**config.mk**
```make
export PLATFORM = sky130hd
export DESIGN_NAME = scan_disk_scheduler
export DESIGN_NICKNAME = d
export VERILOG_FILES = /design/src/rtl/sds_pkg.sv /design/src/rtl/sds_ram.sv /design/src/rtl/sds_cfg.sv /design/src/rtl/sds_ctrl.sv /design/src/rtl/scan_disk_scheduler.sv
export SDC_FILE = /design/constraint.sdc
export NUM_CORES = 1
export LEC_CHECK = 0
export CELL_PAD_IN_SITES_DETAIL_PLACEMENT = 1
export CELL_PAD_IN_SITES_GLOBAL_PLACEMENT = 1
export CORE_ASPECT_RATIO = 1.2
export CORE_UTILIZATION = 53
export DETAILED_ROUTE_END_ITERATION = 8
export DONT_BUFFER_PORTS = 1
export PLACE_DENSITY_LB_ADDON = 0.15
export SLEW_MARGIN = 5
export SYNTH_ARGS = -nofsm -noshare
export SYNTH_HDL_FRONTEND = slang
export SYNTH_SLANG_ARGS = --single-unit
export TNS_END_PERCENT = 20
```
**constraint.sdc**
```tcl
create_clock -name clk -period 8.6 [get_ports clk]
set_input_delay 1.29 -clock clk [delete_from_list [all_inputs] [get_ports clk]]
set_output_delay 1.29 -clock clk [all_outputs]
set_load 0.005 [all_outputs]
```
**src/rtl/sds_pkg.sv**
```systemverilog
// Shared types, constants and a helper function of the SCAN disk scheduler.
package sds_pkg;

    localparam int MAX_BATCH_DEF = 32;
    localparam int CYL_W         = 16;
    localparam int SEEK_W        = CYL_W + 1;
    localparam int DC_W          = 17;
    localparam int APB_AW        = 4;
    localparam int APB_DW        = 32;

    localparam logic [DC_W-1:0] DISK_CYL_RST = 17'h10000;

    typedef enum logic [1:0] {
        REG_DISK_CYL   = 2'd0,
        REG_HEAD_START = 2'd1,
        REG_SWEEP_UP   = 2'd2
    } sds_reg_idx_t;

    typedef struct packed {
        logic [CYL_W-1:0] edge_cyl;
        logic [CYL_W-1:0] head_start;
        logic             sweep_up;
    } sds_cfg_t;

    typedef enum logic [2:0] {
        S_IDLE,
        S_INSERT,
        S_SRCH_RD,
        S_SRCH_CMP,
        S_SEG_RD,
        S_SEG_OUT,
        S_EDGE
    } sds_state_t;

    function automatic logic [CYL_W-1:0] edge_of(input logic [DC_W-1:0] dc);
        logic [DC_W-1:0] last_cyl;
        begin
            last_cyl = (dc == '0) ? '0 : dc - 1'b1;
            if (last_cyl > DC_W'({CYL_W{1'b1}}))
                edge_of = {CYL_W{1'b1}};
            else
                edge_of = last_cyl[CYL_W-1:0];
        end
    endfunction

endpackage

```
**src/rtl/sds_ram.sv**
```systemverilog
// Generic single-write, single-read RAM with registered read data.
module sds_ram #(
    parameter int WIDTH = 16,
    parameter int DEPTH = 32,
    parameter int AW    = (DEPTH > 1) ? $clog2(DEPTH) : 1
) (
    input  logic             clk,
    input  logic             we,
    input  logic [AW-1:0]    waddr,
    input  logic [WIDTH-1:0] wdata,
    input  logic [AW-1:0]    raddr,
    output logic [WIDTH-1:0] rdata
);

    logic [WIDTH-1:0] mem [DEPTH];
    logic [WIDTH-1:0] rdata_reg;

    always_ff @(posedge clk)
    begin
        if (we)
        begin
            mem[waddr] <= wdata;
        end
        rdata_reg <= mem[raddr];
    end

    assign rdata = rdata_reg;

endmodule

```
**src/rtl/sds_cfg.sv**
```systemverilog
// APB configuration registers of the SCAN disk scheduler.
module sds_cfg (
    input  logic                         clk,
    input  logic                         rst_n,
    input  logic                         psel,
    input  logic                         penable,
    input  logic                         pwrite,
    input  logic [sds_pkg::APB_AW-1:0]   paddr,
    input  logic [sds_pkg::APB_DW-1:0]   pwdata,
    output logic [sds_pkg::APB_DW-1:0]   prdata,
    output logic                         pready,
    output sds_pkg::sds_cfg_t            cfg
);
    import sds_pkg::*;

    logic [DC_W-1:0]  disk_cyl_reg;
    logic [CYL_W-1:0] head_start_reg;
    logic             sweep_up_reg;
    logic             wr_en;
    sds_reg_idx_t     idx;

    assign pready = 1'b1;
    assign wr_en  = psel & penable & pwrite & pready;
    assign idx    = sds_reg_idx_t'(paddr[3:2]);

    always_ff @(posedge clk or negedge rst_n)
    begin
        if (!rst_n)
        begin
            disk_cyl_reg   <= DISK_CYL_RST;
            head_start_reg <= '0;
            sweep_up_reg   <= 1'b1;
        end
        else if (wr_en)
        begin
            unique case (idx)
                REG_DISK_CYL:   disk_cyl_reg   <= pwdata[DC_W-1:0];
                REG_HEAD_START: head_start_reg <= pwdata[CYL_W-1:0];
                REG_SWEEP_UP:   sweep_up_reg   <= pwdata[0];
                default:        ;
            endcase
        end
    end

    always_comb
    begin
        unique case (idx)
            REG_DISK_CYL:   prdata = APB_DW'(disk_cyl_reg);
            REG_HEAD_START: prdata = APB_DW'(head_start_reg);
            REG_SWEEP_UP:   prdata = APB_DW'(sweep_up_reg);
            default:        prdata = '0;
        endcase
    end

    assign cfg.edge_cyl   = edge_of(disk_cyl_reg);
    assign cfg.head_start = head_start_reg;
    assign cfg.sweep_up   = sweep_up_reg;

endmodule

```
**src/rtl/sds_ctrl.sv**
```systemverilog
// Sequencer for sorted insertion, split search and SCAN stop generation.
module sds_ctrl #(
    parameter int MAX_BATCH = sds_pkg::MAX_BATCH_DEF,
    parameter int IDX_W     = (MAX_BATCH > 1) ? $clog2(MAX_BATCH) : 1
) (
    input  logic                         clk,
    input  logic                         rst_n,
    input  sds_pkg::sds_cfg_t            cfg,
    input  logic                         in_valid,
    output logic                         in_ready,
    input  logic [sds_pkg::CYL_W-1:0]    request_cylinder,
    input  logic                         batch_end,
    output logic                         out_valid,
    input  logic                         out_ready,
    output logic [sds_pkg::CYL_W-1:0]    stop_cylinder,
    output logic                         edge_stop,
    output logic [sds_pkg::CYL_W-1:0]    move_distance,
    output logic [sds_pkg::SEEK_W-1:0]   seek_total,
    output logic                         final_stop,
    output logic                         mem_we,
    output logic [IDX_W-1:0]             mem_waddr,
    output logic [sds_pkg::CYL_W-1:0]    mem_wdata,
    output logic [IDX_W-1:0]             mem_raddr,
    input  logic [sds_pkg::CYL_W-1:0]    mem_rdata
);
    import sds_pkg::*;

    localparam int CNT_W = $clog2(MAX_BATCH + 1);

    sds_state_t        state_reg, state_next;
    logic [CNT_W-1:0]  count_reg, count_next;
    logic [IDX_W-1:0]  pos_reg, pos_next;
    logic [CYL_W-1:0]  cyl_reg, cyl_next;
    logic              last_reg, last_next;
    logic [CNT_W-1:0]  split_reg, split_next;
    logic [IDX_W-1:0]  cursor_reg, cursor_next;
    logic [CNT_W-1:0]  remain_reg, remain_next;
    logic              ret_reg, ret_next;
    logic              up_reg, up_next;
    logic [CYL_W-1:0]  head_reg, head_next;
    logic [SEEK_W-1:0] seek_reg, seek_next;

    logic              out_valid_reg, out_valid_next;
    logic [CYL_W-1:0]  stop_reg, stop_next;
    logic              edge_reg, edge_next;
    logic [CYL_W-1:0]  move_reg;
    logic [SEEK_W-1:0] seek_out_reg;
    logic              final_reg, final_next;

    logic              out_load;
    logic              out_free;
    logic [CYL_W-1:0]  move_val;
    logic [SEEK_W:0]   seek_sum;
    logic [SEEK_W-1:0] seek_sat;
    logic [CNT_W-1:0]  count_m1;
    logic [CNT_W-1:0]  split_m1;
    logic [CNT_W-1:0]  upper_size;

    assign out_free   = !out_valid_reg || out_ready;
    assign count_m1   = count_reg - 1'b1;
    assign split_m1   = split_reg - 1'b1;
    assign upper_size = count_reg - split_reg;

    assign move_val = (stop_next >= head_reg) ? stop_next - head_reg : head_reg - stop_next;
    assign seek_sum = {1'b0, seek_reg} + (SEEK_W + 1)'(move_val);
    assign seek_sat = seek_sum[SEEK_W] ? {SEEK_W{1'b1}} : seek_sum[SEEK_W-1:0];

    always_ff @(posedge clk or negedge rst_n)
    begin
        if (!rst_n)
        begin
            state_reg     <= S_IDLE;
            count_reg     <= '0;
            out_valid_reg <= 1'b0;
            head_reg      <= '0;
            seek_reg      <= '0;
        end
        else
        begin
            state_reg     <= state_next;
            count_reg     <= count_next;
            out_valid_reg <= out_valid_next;
            head_reg      <= head_next;
            seek_reg      <= seek_next;
        end
    end

    always_ff @(posedge clk)
    begin
        pos_reg    <= pos_next;
        cyl_reg    <= cyl_next;
        last_reg   <= last_next;
        split_reg  <= split_next;
        cursor_reg <= cursor_next;
        remain_reg <= remain_next;
        ret_reg    <= ret_next;
        up_reg     <= up_next;
        if (out_load)
        begin
            stop_reg     <= stop_next;
            edge_reg     <= edge_next;
            move_reg     <= move_val;
            seek_out_reg <= seek_sat;
            final_reg    <= final_next;
        end
    end

    always_comb
    begin
        state_next  = state_reg;
        count_next  = count_reg;
        pos_next    = pos_reg;
        cyl_next    = cyl_reg;
        last_next   = last_reg;
        split_next  = split_reg;
        cursor_next = cursor_reg;
        remain_next = remain_reg;
        ret_next    = ret_reg;
        up_next     = up_reg;
        head_next   = head_reg;
        seek_next   = seek_reg;
        stop_next   = mem_rdata;
        edge_next   = 1'b0;
        final_next  = 1'b0;
        out_load    = 1'b0;
        in_ready    = 1'b0;
        mem_we      = 1'b0;
        mem_waddr   = pos_reg;
        mem_wdata   = cyl_reg;
        mem_raddr   = cursor_reg;

        unique case (state_reg)
            S_IDLE:
            begin
                in_ready = 1'b1;
                if (in_valid)
                begin
                    cyl_next   = request_cylinder;
                    last_next  = batch_end;
                    split_next = '0;
                    if (count_reg < CNT_W'(MAX_BATCH))
                    begin
                        pos_next = count_reg[IDX_W-1:0];
                        if (count_reg == '0)
                        begin
                            mem_we     = 1'b1;
                            mem_waddr  = '0;
                            mem_wdata  = request_cylinder;
                            count_next = CNT_W'(1);
                            state_next = batch_end ? S_SRCH_RD : S_IDLE;
                        end
                        else
                        begin
                            mem_raddr  = count_m1[IDX_W-1:0];
                            state_next = S_INSERT;
                        end
                    end
                    else
                    begin
                        state_next = batch_end ? S_SRCH_RD : S_IDLE;
                    end
                end
            end

            S_INSERT:
            begin
                mem_we = 1'b1;
                if (pos_reg == '0 || !(mem_rdata > cyl_reg))
                begin
                    mem_wdata  = cyl_reg;
                    count_next = CNT_W'(count_reg + 1'b1);
                    state_next = last_reg ? S_SRCH_RD : S_IDLE;
                end
                else
                begin
                    mem_wdata = mem_rdata;
                    pos_next  = IDX_W'(pos_reg - 1'b1);
                    mem_raddr = IDX_W'(pos_reg - 2'd2);
                end
            end

            S_SRCH_RD:
            begin
                mem_raddr = split_reg[IDX_W-1:0];
                if (split_reg == count_reg)
                begin
                    state_next = S_SEG_RD;
                end
                else
                begin
                    state_next = S_SRCH_CMP;
                end
            end

            S_SRCH_CMP:
            begin
                mem_raddr = split_reg[IDX_W-1:0];
                if (mem_rdata < cfg.head_start)
                begin
                    split_next = CNT_W'(split_reg + 1'b1);
                    state_next = S_SRCH_RD;
                end
                else
                begin
                    state_next = S_SEG_RD;
                end
            end

            S_SEG_RD:
            begin
                if (remain_reg == '0)
                begin
                    if (!ret_reg)
                    begin
                        state_next = S_EDGE;
                    end
                    else
                    begin
                        count_next = '0;
                        state_next = S_IDLE;
                    end
                end
                else
                begin
                    state_next = S_SEG_OUT;
                end
            end

            S_SEG_OUT:
            begin
                if (out_free)
                begin
                    out_load    = 1'b1;
                    final_next  = ret_reg && (remain_reg == CNT_W'(1));
                    cursor_next = up_reg ? IDX_W'(cursor_reg + 1'b1)
                                         : IDX_W'(cursor_reg - 1'b1);
                    remain_next = remain_reg - 1'b1;
                    head_next   = stop_next;
                    seek_next   = seek_sat;
                    state_next  = S_SEG_RD;
                end
            end

            S_EDGE:
            begin
                stop_next = cfg.sweep_up ? cfg.edge_cyl : '0;
                edge_next = 1'b1;
                if (out_free)
                begin
                    out_load   = 1'b1;
                    final_next = cfg.sweep_up ? (split_reg == '0) : (upper_size == '0);
                    head_next  = stop_next;
                    seek_next  = seek_sat;
                    ret_next   = 1'b1;
                    up_next    = !cfg.sweep_up;
                    if (cfg.sweep_up)
                    begin
                        cursor_next = split_m1[IDX_W-1:0];
                        remain_next = split_reg;
                    end
                    else
                    begin
                        cursor_next = split_reg[IDX_W-1:0];
                        remain_next = upper_size;
                    end
                    state_next = S_SEG_RD;
                end
            end

            default:
            begin
                state_next = S_IDLE;
            end
        endcase

        // set up the first sweep once the split point is known
        if ((state_reg == S_SRCH_RD && split_reg == count_reg) ||
            (state_reg == S_SRCH_CMP && !(mem_rdata < cfg.head_start)))
        begin
            head_next = cfg.head_start;
            seek_next = '0;
            ret_next  = 1'b0;
            up_next   = cfg.sweep_up;
            if (cfg.sweep_up)
            begin
                cursor_next = split_reg[IDX_W-1:0];
                remain_next = upper_size;
            end
            else
            begin
                cursor_next = split_m1[IDX_W-1:0];
                remain_next = split_reg;
            end
        end
    end

    always_comb
    begin
        out_valid_next = out_valid_reg;
        if (out_load)
            out_valid_next = 1'b1;
        else if (out_ready)
            out_valid_next = 1'b0;
    end

    assign out_valid     = out_valid_reg;
    assign stop_cylinder = stop_reg;
    assign edge_stop     = edge_reg;
    assign move_distance = move_reg;
    assign seek_total    = seek_out_reg;
    assign final_stop    = final_reg;

`ifndef SYNTH
    a_count_bound: assert property (@(posedge clk) disable iff (!rst_n)
        count_reg <= CNT_W'(MAX_BATCH))
        else $error("request count beyond store depth");

    a_load_free: assert property (@(posedge clk) disable iff (!rst_n)
        out_load |-> (!out_valid_reg || out_ready))
        else $error("result loaded over a pending transfer");

    a_seg_nonempty: assert property (@(posedge clk) disable iff (!rst_n)
        state_reg == S_SEG_OUT |-> remain_reg != '0)
        else $error("stop issued from an empty sweep");

    a_insert_pos: assert property (@(posedge clk) disable iff (!rst_n)
        state_reg == S_INSERT |-> CNT_W'(pos_reg) <= count_reg)
        else $error("insert position beyond fill level");

    a_final_idle: assert property (@(posedge clk) disable iff (!rst_n)
        (out_load && final_next) |=> ##1 state_reg == S_IDLE)
        else $error("schedule did not end after the last stop");
`endif

endmodule

```
**src/rtl/scan_disk_scheduler.sv**
```systemverilog
// SCAN disk scheduler: a batch of cylinder requests is inserted in ascending order into a
// one-port-read request memory; the request marked batch_end starts the schedule, which emits
// one transfer per stop (requests on the sweep side, the disk edge, then the rest in reverse).
// Loading a request shifts each stored entry greater than it up one place, as insertion walks
// the memory one entry per cycle (the first request of a batch is written directly). Scheduling
// then searches for the split point, the count of requests below head_start, and emits the
// stops, the edge stop included, paced by the memory's single read port and held while a
// result is not yet taken. A finished result waits in an output register while the next
// batch loads.
module scan_disk_scheduler #(
    parameter int MAX_BATCH = sds_pkg::MAX_BATCH_DEF,
    parameter int IDX_W     = (MAX_BATCH > 1) ? $clog2(MAX_BATCH) : 1
) (
    input  logic                         clk,
    input  logic                         rst_n,
    input  logic                         psel,
    input  logic                         penable,
    input  logic                         pwrite,
    input  logic [sds_pkg::APB_AW-1:0]   paddr,
    input  logic [sds_pkg::APB_DW-1:0]   pwdata,
    output logic [sds_pkg::APB_DW-1:0]   prdata,
    output logic                         pready,
    input  logic                         in_valid,
    output logic                         in_ready,
    input  logic [sds_pkg::CYL_W-1:0]    request_cylinder,
    input  logic                         batch_end,
    output logic                         out_valid,
    input  logic                         out_ready,
    output logic [sds_pkg::CYL_W-1:0]    stop_cylinder,
    output logic                         edge_stop,
    output logic [sds_pkg::CYL_W-1:0]    move_distance,
    output logic [sds_pkg::SEEK_W-1:0]   seek_total,
    output logic                         final_stop
);
    import sds_pkg::*;

    sds_cfg_t         cfg;
    logic             mem_we;
    logic [IDX_W-1:0] mem_waddr;
    logic [CYL_W-1:0] mem_wdata;
    logic [IDX_W-1:0] mem_raddr;
    logic [CYL_W-1:0] mem_rdata;

    sds_cfg u_cfg (
        .clk     (clk),
        .rst_n   (rst_n),
        .psel    (psel),
        .penable (penable),
        .pwrite  (pwrite),
        .paddr   (paddr),
        .pwdata  (pwdata),
        .prdata  (prdata),
        .pready  (pready),
        .cfg     (cfg)
    );

    sds_ram #(
        .WIDTH (CYL_W),
        .DEPTH (MAX_BATCH),
        .AW    (IDX_W)
    ) u_req_mem (
        .clk   (clk),
        .we    (mem_we),
        .waddr (mem_waddr),
        .wdata (mem_wdata),
        .raddr (mem_raddr),
        .rdata (mem_rdata)
    );

    sds_ctrl #(
        .MAX_BATCH (MAX_BATCH),
        .IDX_W     (IDX_W)
    ) u_ctrl (
        .clk              (clk),
        .rst_n            (rst_n),
        .cfg              (cfg),
        .in_valid         (in_valid),
        .in_ready         (in_ready),
        .request_cylinder (request_cylinder),
        .batch_end        (batch_end),
        .out_valid        (out_valid),
        .out_ready        (out_ready),
        .stop_cylinder    (stop_cylinder),
        .edge_stop        (edge_stop),
        .move_distance    (move_distance),
        .seek_total       (seek_total),
        .final_stop       (final_stop),
        .mem_we           (mem_we),
        .mem_waddr        (mem_waddr),
        .mem_wdata        (mem_wdata),
        .mem_raddr        (mem_raddr),
        .mem_rdata        (mem_rdata)
    );

endmodule
```
# Word level (Yosys, flattened, before mapping)
# Memories as Yosys holds them, arrays and structs flattened. A register that Yosys moved wholly into a read port is not among the register bits.
# Cells that the tools add are included.
# classes
n_addsub	14
n_mul	0
n_div	0
order_cmp	5
eq_ne	21
shifts	0
n_mux	86
bitwise_logic	2
reduce_logical	40
# ops
cell	n
two-way mux 16 bit	11
two-way mux 17 bit	5
two-way mux 5 bit	17
two-way mux 6 bit	13
one-hot mux 16 bit (2 select lines)	2
one-hot mux 17 bit (3 select lines)	1
subtractor 16 bit	2
two-way mux 3 bit	9
zero test 6 bit	4
one-hot mux 6 bit (2 select lines)	2
one-hot mux 5 bit (2 select lines)	2
subtractor 5 x 1 -> 5 bit, second input constant	4
adder 17 x 16 -> 18 bit	1
one-hot mux 3 bit (6 select lines)	1
one-hot mux 6 bit (3 select lines)	1
greater-than comparator 17 x 16 -> 1 bit, second input constant	1
zero test 17 bit	1
two-way mux 1 bit	17
subtractor 17 x 1 -> 17 bit, second input constant	1
>= comparator 16 bit	1
greater-than comparator 16 bit	1
< comparator 16 bit	1
one-hot mux 5 bit (3 select lines)	1
AND reduction 2 bit	7
31 further kinds	62
# word_totals
reg_bits	169
latch_bits	0
mem_bits_rw	512
romBits	0
input_bits	60
output_inout_bits	86
wordCells	190
memories	1
# memory_table
memory	words	word_bits	read_ports	rd_ports_with_merged_regs	wr	line_no	text
u_req_mem.mem	32	16	1	1	1	sds_ram.sv:15	logic [WIDTH-1:0] mem [DEPTH];

# Logic depth before layout (Yosys ltp)
# Gate-level depths: netlist of the first run.
# depth
word_depth	13
mapped_depth	35
depth_no_buf	32

# Hierarchy
# From an unflattened synthesis of the first run, not the netlist that was laid out.
# hier_totals
hier_cells	2390
area_unflattened_um2	32501.2
# by_module_without_submodules
module	instances	cells_per_inst	area_each_um2	seq_area_each_um2
sds_ram	1	1143	20534.7	15695.1
sds_ctrl	1	1049	9867.0	3828.7
sds_cfg	1	198	2099.5	853.3

# Worst setup path after synthesis of the first run
# OpenSTA, ideal clock, no wires.
# synth_path
path_kind	reg-to-reg
from	reg u_cfg.disk_cyl_reg[4]
to	reg u_ctrl.seek_out_reg[1] (netlist: u_ctrl.seek_total[1]) (data pin)
setup_time_ns	0.264
arrival_time_ns	6.832
required_ns	8.336
setup_slack_ns	1.504
stages_incl_launch_ff	33
path_buffers	4
synth_period_minus_slack_ns	7.096
cell_sequence	dfrtp_1 > or4_1 > or3_4 > or4_4 > or3_4 > o21bai_4 > buf_6 > nor2_2 > a21oi_2 > inv_1 > ha_1 > clkbuf_1 > a21o_1 > a21o_1 > inv_1 > o21ai_0 > a21oi_1 > o21ai_1 > clkbuf_1 > a311oi_1 > a21oi_1 > xor2_1 > ha_1 > a21o_1 > a21o_1 > a21oi_1 > nor2_1 > a21oi_1 > a31oi_1 > a21o_1 > nand2_1 > clkbuf_1 > nand2_1
# synth_between
elab_chain_cells	10
elab_cells_between_ends	13
cone_classes	add/sub: 4; order compare: 2; mux: 6; reduce/logical: 1
# synth_lines
element	line_no	text
from (decl)	sds_cfg.sv:16	logic [DC_W-1:0] disk_cyl_reg;
from (signal assigned)	sds_cfg.sv:37	REG_DISK_CYL: disk_cyl_reg <= pwdata[DC_W-1:0];
subtractor 17 x 1 -> 17 bit / zero test 17 bit (equally long branches)	sds_pkg.sv:38	last_cyl = (dc == '0) ? '0 : dc - 1'b1;
two-way mux 17 bit (*)	sds_pkg.sv:38	
greater-than comparator 17 x 16 -> 1 bit	sds_pkg.sv:39	if (last_cyl > DC_W'({CYL_W{1'b1}}))
two-way mux 16 bit (*)	sds_pkg.sv:39	
two-way mux 16 bit (*)	sds_ctrl.sv:246	stop_next = cfg.sweep_up ? cfg.edge_cyl : '0;
two-way mux 16 bit (*)	sds_ctrl.sv:132	unique case (state_reg)
named net u_ctrl.stop_next[8]	sds_ctrl.sv:44	logic [CYL_W-1:0] stop_reg, stop_next;
subtractor 16 bit / >= comparator 16 bit (equally long branches)	sds_ctrl.sv:64	assign move_val = (stop_next >= head_reg) ? stop_next - head_reg : head_reg - stop_next;
two-way mux 16 bit (*)	sds_ctrl.sv:64	
named net u_ctrl.move_val[8]	sds_ctrl.sv:52	logic [CYL_W-1:0] move_val;
adder 17 x 16 -> 18 bit (*)	sds_ctrl.sv:65	assign seek_sum = {1'b0, seek_reg} + (SEEK_W + 1)'(move_val);
two-way mux 17 bit (*)	sds_ctrl.sv:66	assign seek_sat = seek_sum[SEEK_W] ? {SEEK_W{1'b1}} : seek_sum[SEEK_W-1:0];
named net u_ctrl.seek_sat[1]	sds_ctrl.sv:54	logic [SEEK_W-1:0] seek_sat;
to (signal assigned)	sds_ctrl.sv:103	seek_out_reg <= seek_sat;
to (decl)	sds_ctrl.sv:47	logic [SEEK_W-1:0] seek_out_reg;
# Mark *: on every way through the listed nets, which the timed path passes. The rest lies on a longest branch.
# A chain may end at the register's enable or synchronous reset.

# Worst setup path in the final report of the first run
# layout_path
from	reg u_cfg.disk_cyl_reg[4]
to	reg u_ctrl.seek_out_reg[3] (netlist: u_ctrl.seek_total[3]) (data pin)
# The elaborated chain is that of the path after synthesis.

==> results.md, run 1 <==
* Post-route ant nets at 0
* Synth Register Bits at 697
* CP Class: reg2reg
* Crit path DAT at 8.42 ns
* Synth warn at 0
* Post-synth EDFFs at 603
* Diode count at 0
* Filler cells at 5777
* Final GP Congestion at between 0.8 and 0.9
* Cell Area, Synth at 32300 um^2
* Initial DRC count at 1365
* Io pins at 146
* Drc violations at 0
* Max Buffers Root-to-Sink at 3
* Finished Core Util at 0.595
* Fin crit period at 8.09 ns
* Sequential fraction of the synthesis area at 0.631
* Largest reg by FF count: u_req_mem.mem
* Synth area leaders: edfxtp_1, mux2i_1, dfrtp_1, ha_1, nand2_1
* Hold Crit Class: in2async
* Top_reg_cell synth: edfxtp_1
* Vias at 21300
* Total grt overflow at 0
* Global-route wire length before repair at between 100000 and 150000 um
* Number of global-route vias before repair at 22800
* Final Skew at 0.0317 ns
* Crit path launch type: register
* Die Footprint at 61900 um^2
* Root Driver: clkbuf_16
* Syn-to-layout area delta at 10.4%
* Slew @ Worst Pin at between 1 and 1.5 ns
* Fin. max-slew vios at 0
* Final setup viols at 0
* Max Freq at 0.124 GHz
* Initial Util at 0.539
* Pin count of the biggest net entering global routing at 120
* Max reg flops at 512
* Final Hold Fails at 0
* Ys async rst share at 0.110
* Die Ht at 272 um
* H-tree lvl count at 3
* Die width at approximately 230 um
* Iteration count of the initial detailed-routing pass at 5
* Maxcap violations at 0
* Relative slew margins at 0.158
* CP endpoint kind: register
* Nets at between 2000 and 3000
* CTS tree: built
* Final wirelength at between 90000 and 100000 um
* Initial antenna violation count at 1
* Gr usage total at 0.297
* Synth unique cells at 77
* Inserted Clock Buffers at 73
* Critical Path Slowest Stage Cell: or4_1
* Core ar. at 60000 um^2
* Placement Rows at 98
* Avg Cell Area, Syn at about 13 um^2
* Clk slew on worst S/H paths at 0.06 ns
* Flop-to-flop setup slack at around 0.5 ns
* Setup tns final at 0 ns
* Post-synth top area cell: edfxtp_1
* RSZ-0062 raised after global routing: no
* Period utilization at 0.941
* Post-route cell area at approximately 36000 um^2
* Clock latency on the worst-skew pair at 0.62 ns
* DP Area at 33200 um^2
* Clock sink count at 697
* Share of the synthesized area in the top cell type at 0.561
* Max incr delay on CP at 0.58 ns
* Most common cell on crit path: a21oi_1
* Vias per cell at 6.28
* Dpl hpwl at 60100 um
* CP Data Required Time at 8.93 ns
* Status: finished clean
* Worst-path fanout max at 28
* # port buffers at 0
* Cells after Synth at 2526
* Hold Buf Count CTS at 0
* WL/cell at between 20 and 30 um
* Share of cells above drive strength 1 at 0.0917
critical path, delay by kind of cell, from the launching register on:
kind            cells  cell delay (ns)
buf+inv             3             0.60
flops               1             0.43
xor+xnor            1             0.17
simple gates       10             2.68
compound gates     15             3.19
fa+ha+maj           2             0.73
worst paths after layout:
path,from,to,depth (start not counted)
setup / recovery,u_cfg.disk_cyl_reg[4]$_DFFE_PN0P_,u_ctrl.seek_total[3]$_DFFE_PP_,31
hold / removal,rst_n,u_ctrl.count_reg[1]$_DFFE_PN0P_,0
setup reg to reg,u_cfg.disk_cyl_reg[4]$_DFFE_PN0P_,u_ctrl.seek_total[3]$_DFFE_PP_,31
hold reg to reg,u_ctrl.seek_reg[14]$_DFFE_PN0P_,u_ctrl.seek_reg[14]$_DFFE_PN0P_,2
max in group asynchronous,rst_n,u_cfg.sweep_up_reg$_DFFE_PN1P_,0
min in group clk,u_ctrl.seek_reg[14]$_DFFE_PN0P_,u_ctrl.seek_reg[14]$_DFFE_PN0P_,2
per-layer routing:
layer | share of wire | track usage | wire length, um
met1 | 0.37 | 0.337 | 33700
met2 | 0.52 | 0.532 | 47700
met3 | 0.056 | 0.0490 | 5100
met4 | 0.053 | 0.158 | 4820
met5 | 0 | 0 | 0
cells by family after synthesis:
kind of cell,synth area share
flops,0.631
simple gates,0.0928
compound gates,0.0973
mux,0.0854
buf+inv,0.0338
fa+ha+maj,0.0407
xor+xnor,0.0190
other cells,0.000232
metrics by stage:
stage               cells  hold WS [ns]  setup slack [ns]
global placement     3246         0.502             0.643
global route         3384         0.346            0.0927
CTS                  3380         0.337             0.475
floorplan            2540         0.474              1.50
detailed placement   3246         0.519             0.497
finish               3384         0.358             0.510
repair_timing:
| action | in CTS | in global routing |
|---|---|---|
| setup endpoints to repair | 0 | 11 |
| endpoints found under the hold margin | 0 | 0 |
| resized for setup | 0 | 0 |
| buffers inserted | 0 | 4 |
layout make-up:
type,instances,area (um^2),share of cell area
clock inverters,33,418,0.0117
flip-flops and latches,697,20400,0.571
inverters,110,413,0.0116
repair buffers,62,478,0.0134
well taps,800,1000,0.0281
multi-input cells,1581,11000,0.307
clock buffers,101,2030,0.0568
Yosys cell counts (5+ instances only):
library cell	number
xnor2_1	44
o22ai_1	56
nand2_1	205
a221o_1	12
nand2b_1	15
nor3_1	23
o21a_1	5
nand3b_1	5
dfxtp_1	17
a21oi_2	12
or3_1	8
ha_1	97
nor3b_1	7
and3_1	10
a22oi_1	19
o21ai_0	115
nor4_1	36
buf_1	8
nand4_1	55
buf_4	16
nor2_1	129
nand3_1	94
o221ai_1	7
nor2b_1	15
inv_1	108
clkbuf_1	95
or2_2	5
a31oi_1	26
xor2_1	26
a41oi_1	7
a211oi_1	9
mux2i_1	253
buf_2	32
o211ai_1	6
edfxtp_1	603
fa_1	5
a21oi_1	127
dfrtp_1	75
a21o_1	47
o21bai_1	5
mux2_2	20
o31ai_1	6
cell usage in the layout (no fill, tap or decap), types with 9 or more instances in the layout:
cell       synthesis  routed
a21oi_2           12      14
nand3_1           94      94
nand2_1          205     202
a31oi_1           26      26
nor2b_1           15      15
nor2_1           129     124
and3_1            10      10
clkbuf_1          95      22
dfxtp_1           17      17
o21ai_0          115     115
clkbuf_16          0      76
nor4_1            36      36
buf_4             16      61
xnor2_1           44      44
xor2_1            26      26
o22ai_1           56      56
a211oi_1           9       9
dfrtp_1           75      75
nor3_1            23      23
nand2b_1          15      15
a21o_1            47      47
mux2i_1          253     253
a21oi_1          127     125
edfxtp_1         603     603
a221o_1           12      12
conb_1             2      16
nand4_1           55      55
a22oi_1           19      19
mux2_2            20      20
inv_1            108     107
ha_1              97      97
Power of run 1 is left out: the tool's default activity adds up to more than one toggle a clock period on the data nets, which glitch-free logic cannot reach.
==> run 2: changes to the inputs <==
--- a/config.mk
+++ b/config.mk
@@ -5,10 +5,11 @@
 export SDC_FILE = /design/constraint.sdc
 export NUM_CORES = 1
 export LEC_CHECK = 0
+export ABC_AREA = 1
 export CELL_PAD_IN_SITES_DETAIL_PLACEMENT = 1
 export CELL_PAD_IN_SITES_GLOBAL_PLACEMENT = 1
 export CORE_ASPECT_RATIO = 1.2
-export CORE_UTILIZATION = 53
+export CORE_UTILIZATION = 51
 export DETAILED_ROUTE_END_ITERATION = 8
 export DONT_BUFFER_PORTS = 1
 export PLACE_DENSITY_LB_ADDON = 0.15
==> run 2 against run 1 <==
- global-route usage up 1.3 points
- sequential share of layout area shrank 3.2 points
- via count rose by 22%
- critical path depth unchanged
- clock-buffer cell count fell by 1
- synthesized cell count grew 41%
- cell count increased by 33%
- fmax up 4.9%
- clock skew shrank 0.0091 ns
- cell area rose by 6.0%
- register-to-register slack gained 0.38 ns
- core utilization down 3.3 points
- largest cell class unchanged
==> results.md, run 2 <==
* Most common cell in the netlist: nand2_1
* Nets at 3696 (+38%)
* Core ar. at 67300 um^2 (+12%)
* Max reg flops at 512 (unchanged)
* Fin crit period at 7.71 ns (-0.377 ns)
* Crit path launch type: register
* Share of cells above drive strength 1 at 0.0594 (-0.0323)
* Top_reg_cell synth: edfxtp_1
* Post-synth top area cell: edfxtp_1
* Avg Cell Area, Syn at 9.75 um^2 (-24%)
* Gr usage total at 0.310 (+0.0131)
* Vias per cell at 5.80 (-7.6%)
* Hold Buf Count CTS at 0 (unchanged)
* Post-route ant nets at 0 (unchanged)
* Die width at 241 um (+5.8%)
* Final Hold Fails at 0 (unchanged)
* Setup tns final at 0 ns (unchanged)
* Dpl hpwl at 68600 um (+14%)
* CTS tree: built
* Post-CTS Setup Inserts at 0 (unchanged)
* Final setup viols at 0 (unchanged)
* CP endpoint kind: register
* Largest reg by FF count: u_req_mem.mem
* Final Skew at 0.0226 ns (-0.00909 ns)
* Placement Rows at 104 (+6.1%)
* Diode count at 0 (unchanged)
* Initial antenna violation count at 1 (unchanged)
* WL/cell at 23.7 um (-12%)
* Synth top cells by count: nand2_1, edfxtp_1, nand3_1, inv_1, o21ai_0
* Synth warn at 0 (unchanged)
* Total grt overflow at 0 (unchanged)
* Drc violations at 0 (unchanged)
* Synth Register Bits at 697 (unchanged)
* Most frequent cells in the layout: nand2_1, edfxtp_1, nand3_1
* Clock sink count at 697 (unchanged)
* Most common cell on crit path: nand2_1
* Share of the synthesized area in the top cell type at 0.520 (-0.0404)
* Slew @ Worst Pin at 1.02 ns (-0.239 ns)
* Pin count of the biggest net entering global routing at 133 (+11%)
* # port buffers at 0 (unchanged)
* Io pins at 146 (unchanged)
* RR Startpoint: u_cfg.disk_cyl_reg[0]$_DFFE_PN0P_
* Hold Crit Class: in2async
* CP Class: reg2reg
* Iteration count of the initial detailed-routing pass at 5 (unchanged)
* Synth unique cells at 56 (-27%)
* Ys async rst share at 0.110 (unchanged)
* Post-synth EDFFs at 603 (unchanged)
* Period utilization at 0.897 (-0.0439)
* RR Endpoint: u_ctrl.seek_total[11]$_DFFE_PP_
* Crit path DAT at 8.07 ns (-0.35 ns)
* Sequential fraction of the synthesis area at 0.585 (-0.0455)
* Final wirelength at 106000 um (+16%)
* Root Driver: clkbuf_16
* Number of global-route vias before repair at 27900 (+23%)
* Clock latency on the worst-skew pair at 0.63 ns (about the same)
* Max incr delay on CP at 0.80 ns (+0.22 ns)
* CP Data Required Time at 8.96 ns (+0.03 ns)
* Synth area leaders: edfxtp_1, nand3_1, nand2_1, inv_1, dfrtp_1
* Die Ht at 288 um (+5.8%)
* Post-cts sizing count at 0 (unchanged)
* Worst-path fanout max at 18 (-36%)
* Fin. max-slew vios at 0 (unchanged)
* Cells after Synth at 3572 (+41%)
* Max Freq at 0.130 GHz (+4.9%)
* Reg2Reg Depth at 31 (unchanged)
* Cell Area, Synth at 34800 um^2 (+7.8%)
* Initial DRC count at 1902 (+39%)
* RSZ-0062 raised after global routing: no
* Vias at 26000 (+22%)
* Initial Util at 0.517 (-0.0213)
* Flop-to-flop setup slack at 0.89 ns (+0.38 ns)
* Clk slew on worst S/H paths at 0.07 ns (about the same)
* Status: finished clean
* Critical Path Slowest Stage Cell: o21ai_1
* Commonest non-fill, non-tap cell in the layout: nand2_1
* Die Footprint at 69300 um^2 (+12%)
* Final GP Congestion at 0.907 (+2.7%)
* Maxcap violations at 0 (unchanged)
* Syn-to-layout area delta at 8.55%
* Inserted Clock Buffers at 74 (+1.4%)
* H-tree lvl count at 3 (unchanged)
* Global-route wire length before repair at 162000 um (+18%)
* Relative slew margins at 0.318 (+0.160)
* Max Buffers Root-to-Sink at 3 (unchanged)
run 2: cell types whose count changed after synthesis, sizes merged, moves of 43 or more:
| cell | previous run | this run |
|---|---|---|
| nand2 | 206 | 740 |
| nand3 | 94 | 594 |
| inv | 109 | 541 |
| mux2i | 253 | 4 |
| nand3b | 5 | 125 |
| buf | 57 | 162 |
| clkbuf | 95 | 30 |
| o22ai | 56 | 5 |
| a21oi | 139 | 91 |
| nand4 | 55 | 12 |
run 2: critical path: cells and delay by family, from the launching register on:
kind,cells,cell delay [ns]
compound gates,9,2.82
fa+ha+maj,4,1.08
xor+xnor,1,0.20
flops,1,0.39
buf+inv,5,0.87
simple gates,12,2.06
run 2: metal layers:
layer | routed length, um | vias to the layer above | GRT usage
li1 | - | 11900 | -
met1 | 41000 | 13100 | 0.366
met2 | 54700 | 765 | 0.552
met3 | 5800 | 215 | 0.0457
met4 | 4670 | 2 | 0.149
met5 | 15 | - | 0
run 2: cell families (layout without fill, tap and decap cells):
group | count (synthesis) | count (layout) | synth area share
XOR/XNOR | 52 | 52 | 0.0131
multiplexers | 4 | 4 | 0.00115
adder cells (fa/ha/maj) | 102 | 102 | 0.0377
other | 2 | 16 | 0.000216
AO/OA/AOI/OAI | 340 | 340 | 0.0578
flip-flops | 697 | 697 | 0.585
buffers and inverters | 737 | 736 | 0.0892
AND/OR/NAND/NOR | 1638 | 1638 | 0.216
run 2: worst max-delay path by stage:
stage / startpoint / depth (start not counted) / slack, ns / to
2_1_floorplan: u_cfg.disk_cyl_reg[0]$_DFFE_PN0P_ / 35 / 3.00 / u_ctrl.seek_total[11]$_DFFE_PP_
3_3_place_gp: u_cfg.disk_cyl_reg[0]$_DFFE_PN0P_ / 32 / 1.10 / u_ctrl.seek_total[11]$_DFFE_PP_
3_5_place_dp: u_cfg.disk_cyl_reg[0]$_DFFE_PN0P_ / 31 / 0.93 / u_ctrl.seek_total[11]$_DFFE_PP_
4_1_cts: u_cfg.disk_cyl_reg[0]$_DFFE_PN0P_ / 31 / 0.84 / u_ctrl.seek_total[11]$_DFFE_PP_
5_1_grt: u_cfg.disk_cyl_reg[0]$_DFFE_PN0P_ / 34 / 0.05 / u_ctrl.seek_reg[14]$_DFFE_PN0P_
6_report: u_cfg.disk_cyl_reg[0]$_DFFE_PN0P_ / 31 / 0.89 / u_ctrl.seek_total[11]$_DFFE_PP_
run 2: cell type report:
cell class / instances / area (um^2)
clock inverter: 27 / 246
clock buffer: 100 / 2020
inverter: 545 / 2050
tap: 901 / 1130
sequential: 697 / 20400
timing repair buffer: 64 / 493
fill: 7484 / 29500
multi-input combinational: 2152 / 11500
run 2: per-stage QoR:
stage	worst slack (ns)	utilization	hold WS [ns]	cell area, um^2	cells
global route	0.0481	0.562	0.348	37800	4486
detailed placement	0.929	0.528	0.479	35500	4359
CTS	0.840	0.562	0.339	37800	4486
finish	0.888	0.562	0.359	37800	4486
floorplan	3.00	-	0.453	34900	3586
global placement	1.10	0.528	0.468	35500	4359
Power of run 2 is left out for the same reason.
==> run 3: changes to the inputs <==
--- a/config.mk
+++ b/config.mk
@@ -5,15 +5,15 @@
 export SDC_FILE = /design/constraint.sdc
 export NUM_CORES = 1
 export LEC_CHECK = 0
-export ABC_AREA = 1
+export ABC_AREA = 0
 export CELL_PAD_IN_SITES_DETAIL_PLACEMENT = 1
 export CELL_PAD_IN_SITES_GLOBAL_PLACEMENT = 1
 export CORE_ASPECT_RATIO = 1.2
-export CORE_UTILIZATION = 51
+export CORE_UTILIZATION = 53
 export DETAILED_ROUTE_END_ITERATION = 8
 export DONT_BUFFER_PORTS = 1
 export PLACE_DENSITY_LB_ADDON = 0.15
-export SLEW_MARGIN = 5
+export SLEW_MARGIN = 25
 export SYNTH_ARGS = -nofsm -noshare
 export SYNTH_HDL_FRONTEND = slang
 export SYNTH_SLANG_ARGS = --single-unit
==> run 3 against run 2 <==
- global-route usage shrank 1.3 points
- clock skew grew 0.013 ns
- flip-flop and latch count is the same
- wire length shrank 14%
==> results.md, run 3 (same netlist as run 1, synthesis figures left out) <==
* Dpl hpwl at 60100 um (-12%)
* Final wirelength at 91200 um (-14%)
* Pin count of the biggest net entering global routing at 120 (-9.8%)
* Core ar. at 60000 um^2 (-11%)
* Post-route ant nets at 0 (unchanged)
* Total grt overflow at 0 (unchanged)
* Max reg flops at 512 (unchanged)
* CTS tree: built
* Filler cells at 5811 (-22%)
* Clk slew on worst S/H paths at 0.06 ns (about the same)
* RR Startpoint: u_cfg.disk_cyl_reg[4]$_DFFE_PN0P_
* Hold Crit Class: in2async
* Flop-to-flop setup slack at 0.48 ns (-0.41 ns)
* Period utilization at 0.944 (+0.0472)
* Clock latency on the worst-skew pair at 0.63 ns (about the same)
* Max Freq at 0.123 GHz (-5.0%)
* Die Footprint at 61900 um^2 (-11%)
* Maxcap violations at 0 (unchanged)
* Most common cell on crit path: a21oi_1
* RR Endpoint: u_ctrl.seek_total[3]$_DFFE_PP_
* Gr usage total at 0.297 (-0.0129)
* Most frequent cells in the layout: edfxtp_1, mux2i_1, nand2_1
* Global-route wire length before repair at 137000 um (-15%)
* Final GP Congestion at 0.883 (-2.6%)
* Clock sink count at 697 (unchanged)
* Fin crit period at 8.12 ns (+0.406 ns)
* Initial DRC count at 1576 (-17%)
* Final Hold Fails at 0 (unchanged)
* # port buffers at 0 (unchanged)
* Status: finished clean
* Die width at 227 um (-5.5%)
* Share of cells above drive strength 1 at 0.0973 (+0.0379)
* Seq. cell area at 20400 um^2 (unchanged)
* Reg2Reg Depth at 31 (unchanged)
* Crit path DAT at 8.45 ns (+0.38 ns)
* CP Class: reg2reg
* Largest reg by FF count: u_req_mem.mem
* Post-cts sizing count at 0 (unchanged)
* Critical Path Slowest Stage Cell: or4_1
* Max incr delay on CP at 0.58 ns (-0.22 ns)
* Io pins at 146 (unchanged)
* H-tree lvl count at 3 (unchanged)
* Hold Buf Count CTS at 0 (unchanged)
* Worst-path fanout max at 28 (+10)
* Max Buffers Root-to-Sink at 3 (unchanged)
* CP endpoint kind: register
* Iteration count of the initial detailed-routing pass at 5 (unchanged)
* Fin. max-slew vios at 0 (unchanged)
* Number of global-route vias before repair at 22700 (-18%)
* Die Ht at 272 um (-5.5%)
* Slew @ Worst Pin at 1.06 ns (+0.0381 ns)
* Commonest non-fill, non-tap cell in the layout: edfxtp_1
* Placement Rows at 98 (-5.8%)
* Vias at 21100 (-19%)
* Final setup viols at 0 (unchanged)
* Setup tns final at 0 ns (unchanged)
* Syn-to-layout area delta at 10.5%
* Area of the multi-input gates at 11000 um^2 (-4.0%)
* Inserted Clock Buffers at 73 (-1.4%)
* Crit path launch type: register
* Root Driver: clkbuf_16
* CP Data Required Time at 8.93 ns (-0.03 ns)
* Post-CTS Setup Inserts at 0 (unchanged)
* Initial antenna violation count at 3 (+2)
* Drc violations at 0 (unchanged)
* Diode count at 0 (unchanged)
* Vias per cell at 6.26 (+7.8%)
* Initial Util at 0.539 (+0.0213)
* Final Skew at 0.0360 ns (+0.0134 ns)
* Nets at 2683 (-27%)
* Relative slew margins at 0.294 (-0.0238)
* RSZ-0062 raised after global routing: no
* WL/cell at 27.0 um (+14%)
-- run 3: layout make-up --
| class | instances | area share |
|---|---|---|
| Tap cell | 800 | 0.0280 |
| Timing Repair Buffer | 58 | 0.0125 |
| Inverter | 110 | 0.0116 |
| Sequential cell | 697 | 0.571 |
| Clock buffer | 101 | 0.0585 |
| Clock inverter | 32 | 0.0101 |
| Multi-Input combinational cell | 1581 | 0.309 |
-- run 3: layer usage --
layer / up-vias / GRT usage / routed length, um
met4: 4 / 0.166 / 5050
met1: 10800 / 0.338 / 34000
li1: 9455 / - / -
met3: 237 / 0.0476 / 4950
met5: - / 0 / 24
met2: 685 / 0.528 / 47200
-- run 3: per-stage QoR --
stage                      util  setup slack (ns)  hold slack (ns)  cells  area [um^2]
after global routing      0.595           0.00606            0.350   3379        35700
final                     0.595             0.482            0.373   3379        35700
after floorplan               -              1.50            0.474   2540        32400
after global placement    0.554             0.643            0.502   3246        33200
after detailed placement  0.554             0.468            0.519   3246        33200
after CTS                 0.594             0.446            0.338   3379        35600
-- run 3: worst max-delay path by stage --
stage / startpoint / depth (start not counted) / end / slack, ns
after global routing: u_cfg.disk_cyl_reg[4]$_DFFE_PN0P_ / 31 / u_ctrl.seek_total[3]$_DFFE_PP_ / 0.006
after global placement: u_cfg.disk_cyl_reg[4]$_DFFE_PN0P_ / 31 / u_ctrl.seek_total[10]$_DFFE_PP_ / 0.64
after floorplan: u_cfg.disk_cyl_reg[4]$_DFFE_PN0P_ / 32 / u_ctrl.seek_total[1]$_DFFE_PP_ / 1.50
final: u_cfg.disk_cyl_reg[4]$_DFFE_PN0P_ / 31 / u_ctrl.seek_total[3]$_DFFE_PP_ / 0.48
after detailed placement: u_cfg.disk_cyl_reg[4]$_DFFE_PN0P_ / 31 / u_ctrl.seek_total[11]$_DFFE_PP_ / 0.47
after CTS: u_cfg.disk_cyl_reg[4]$_DFFE_PN0P_ / 31 / u_ctrl.seek_total[3]$_DFFE_PP_ / 0.45
-- run 3: critical path: cells and delay by family (launching register included) --
family          cells  cell delay (ns)
compound gates     16             3.48
xor+xnor            1             0.17
fa+ha+maj           2             0.73
buf+inv             3             0.60
flops               1             0.43
simple gates        9             2.42
Power of run 3 is left out for the same reason.
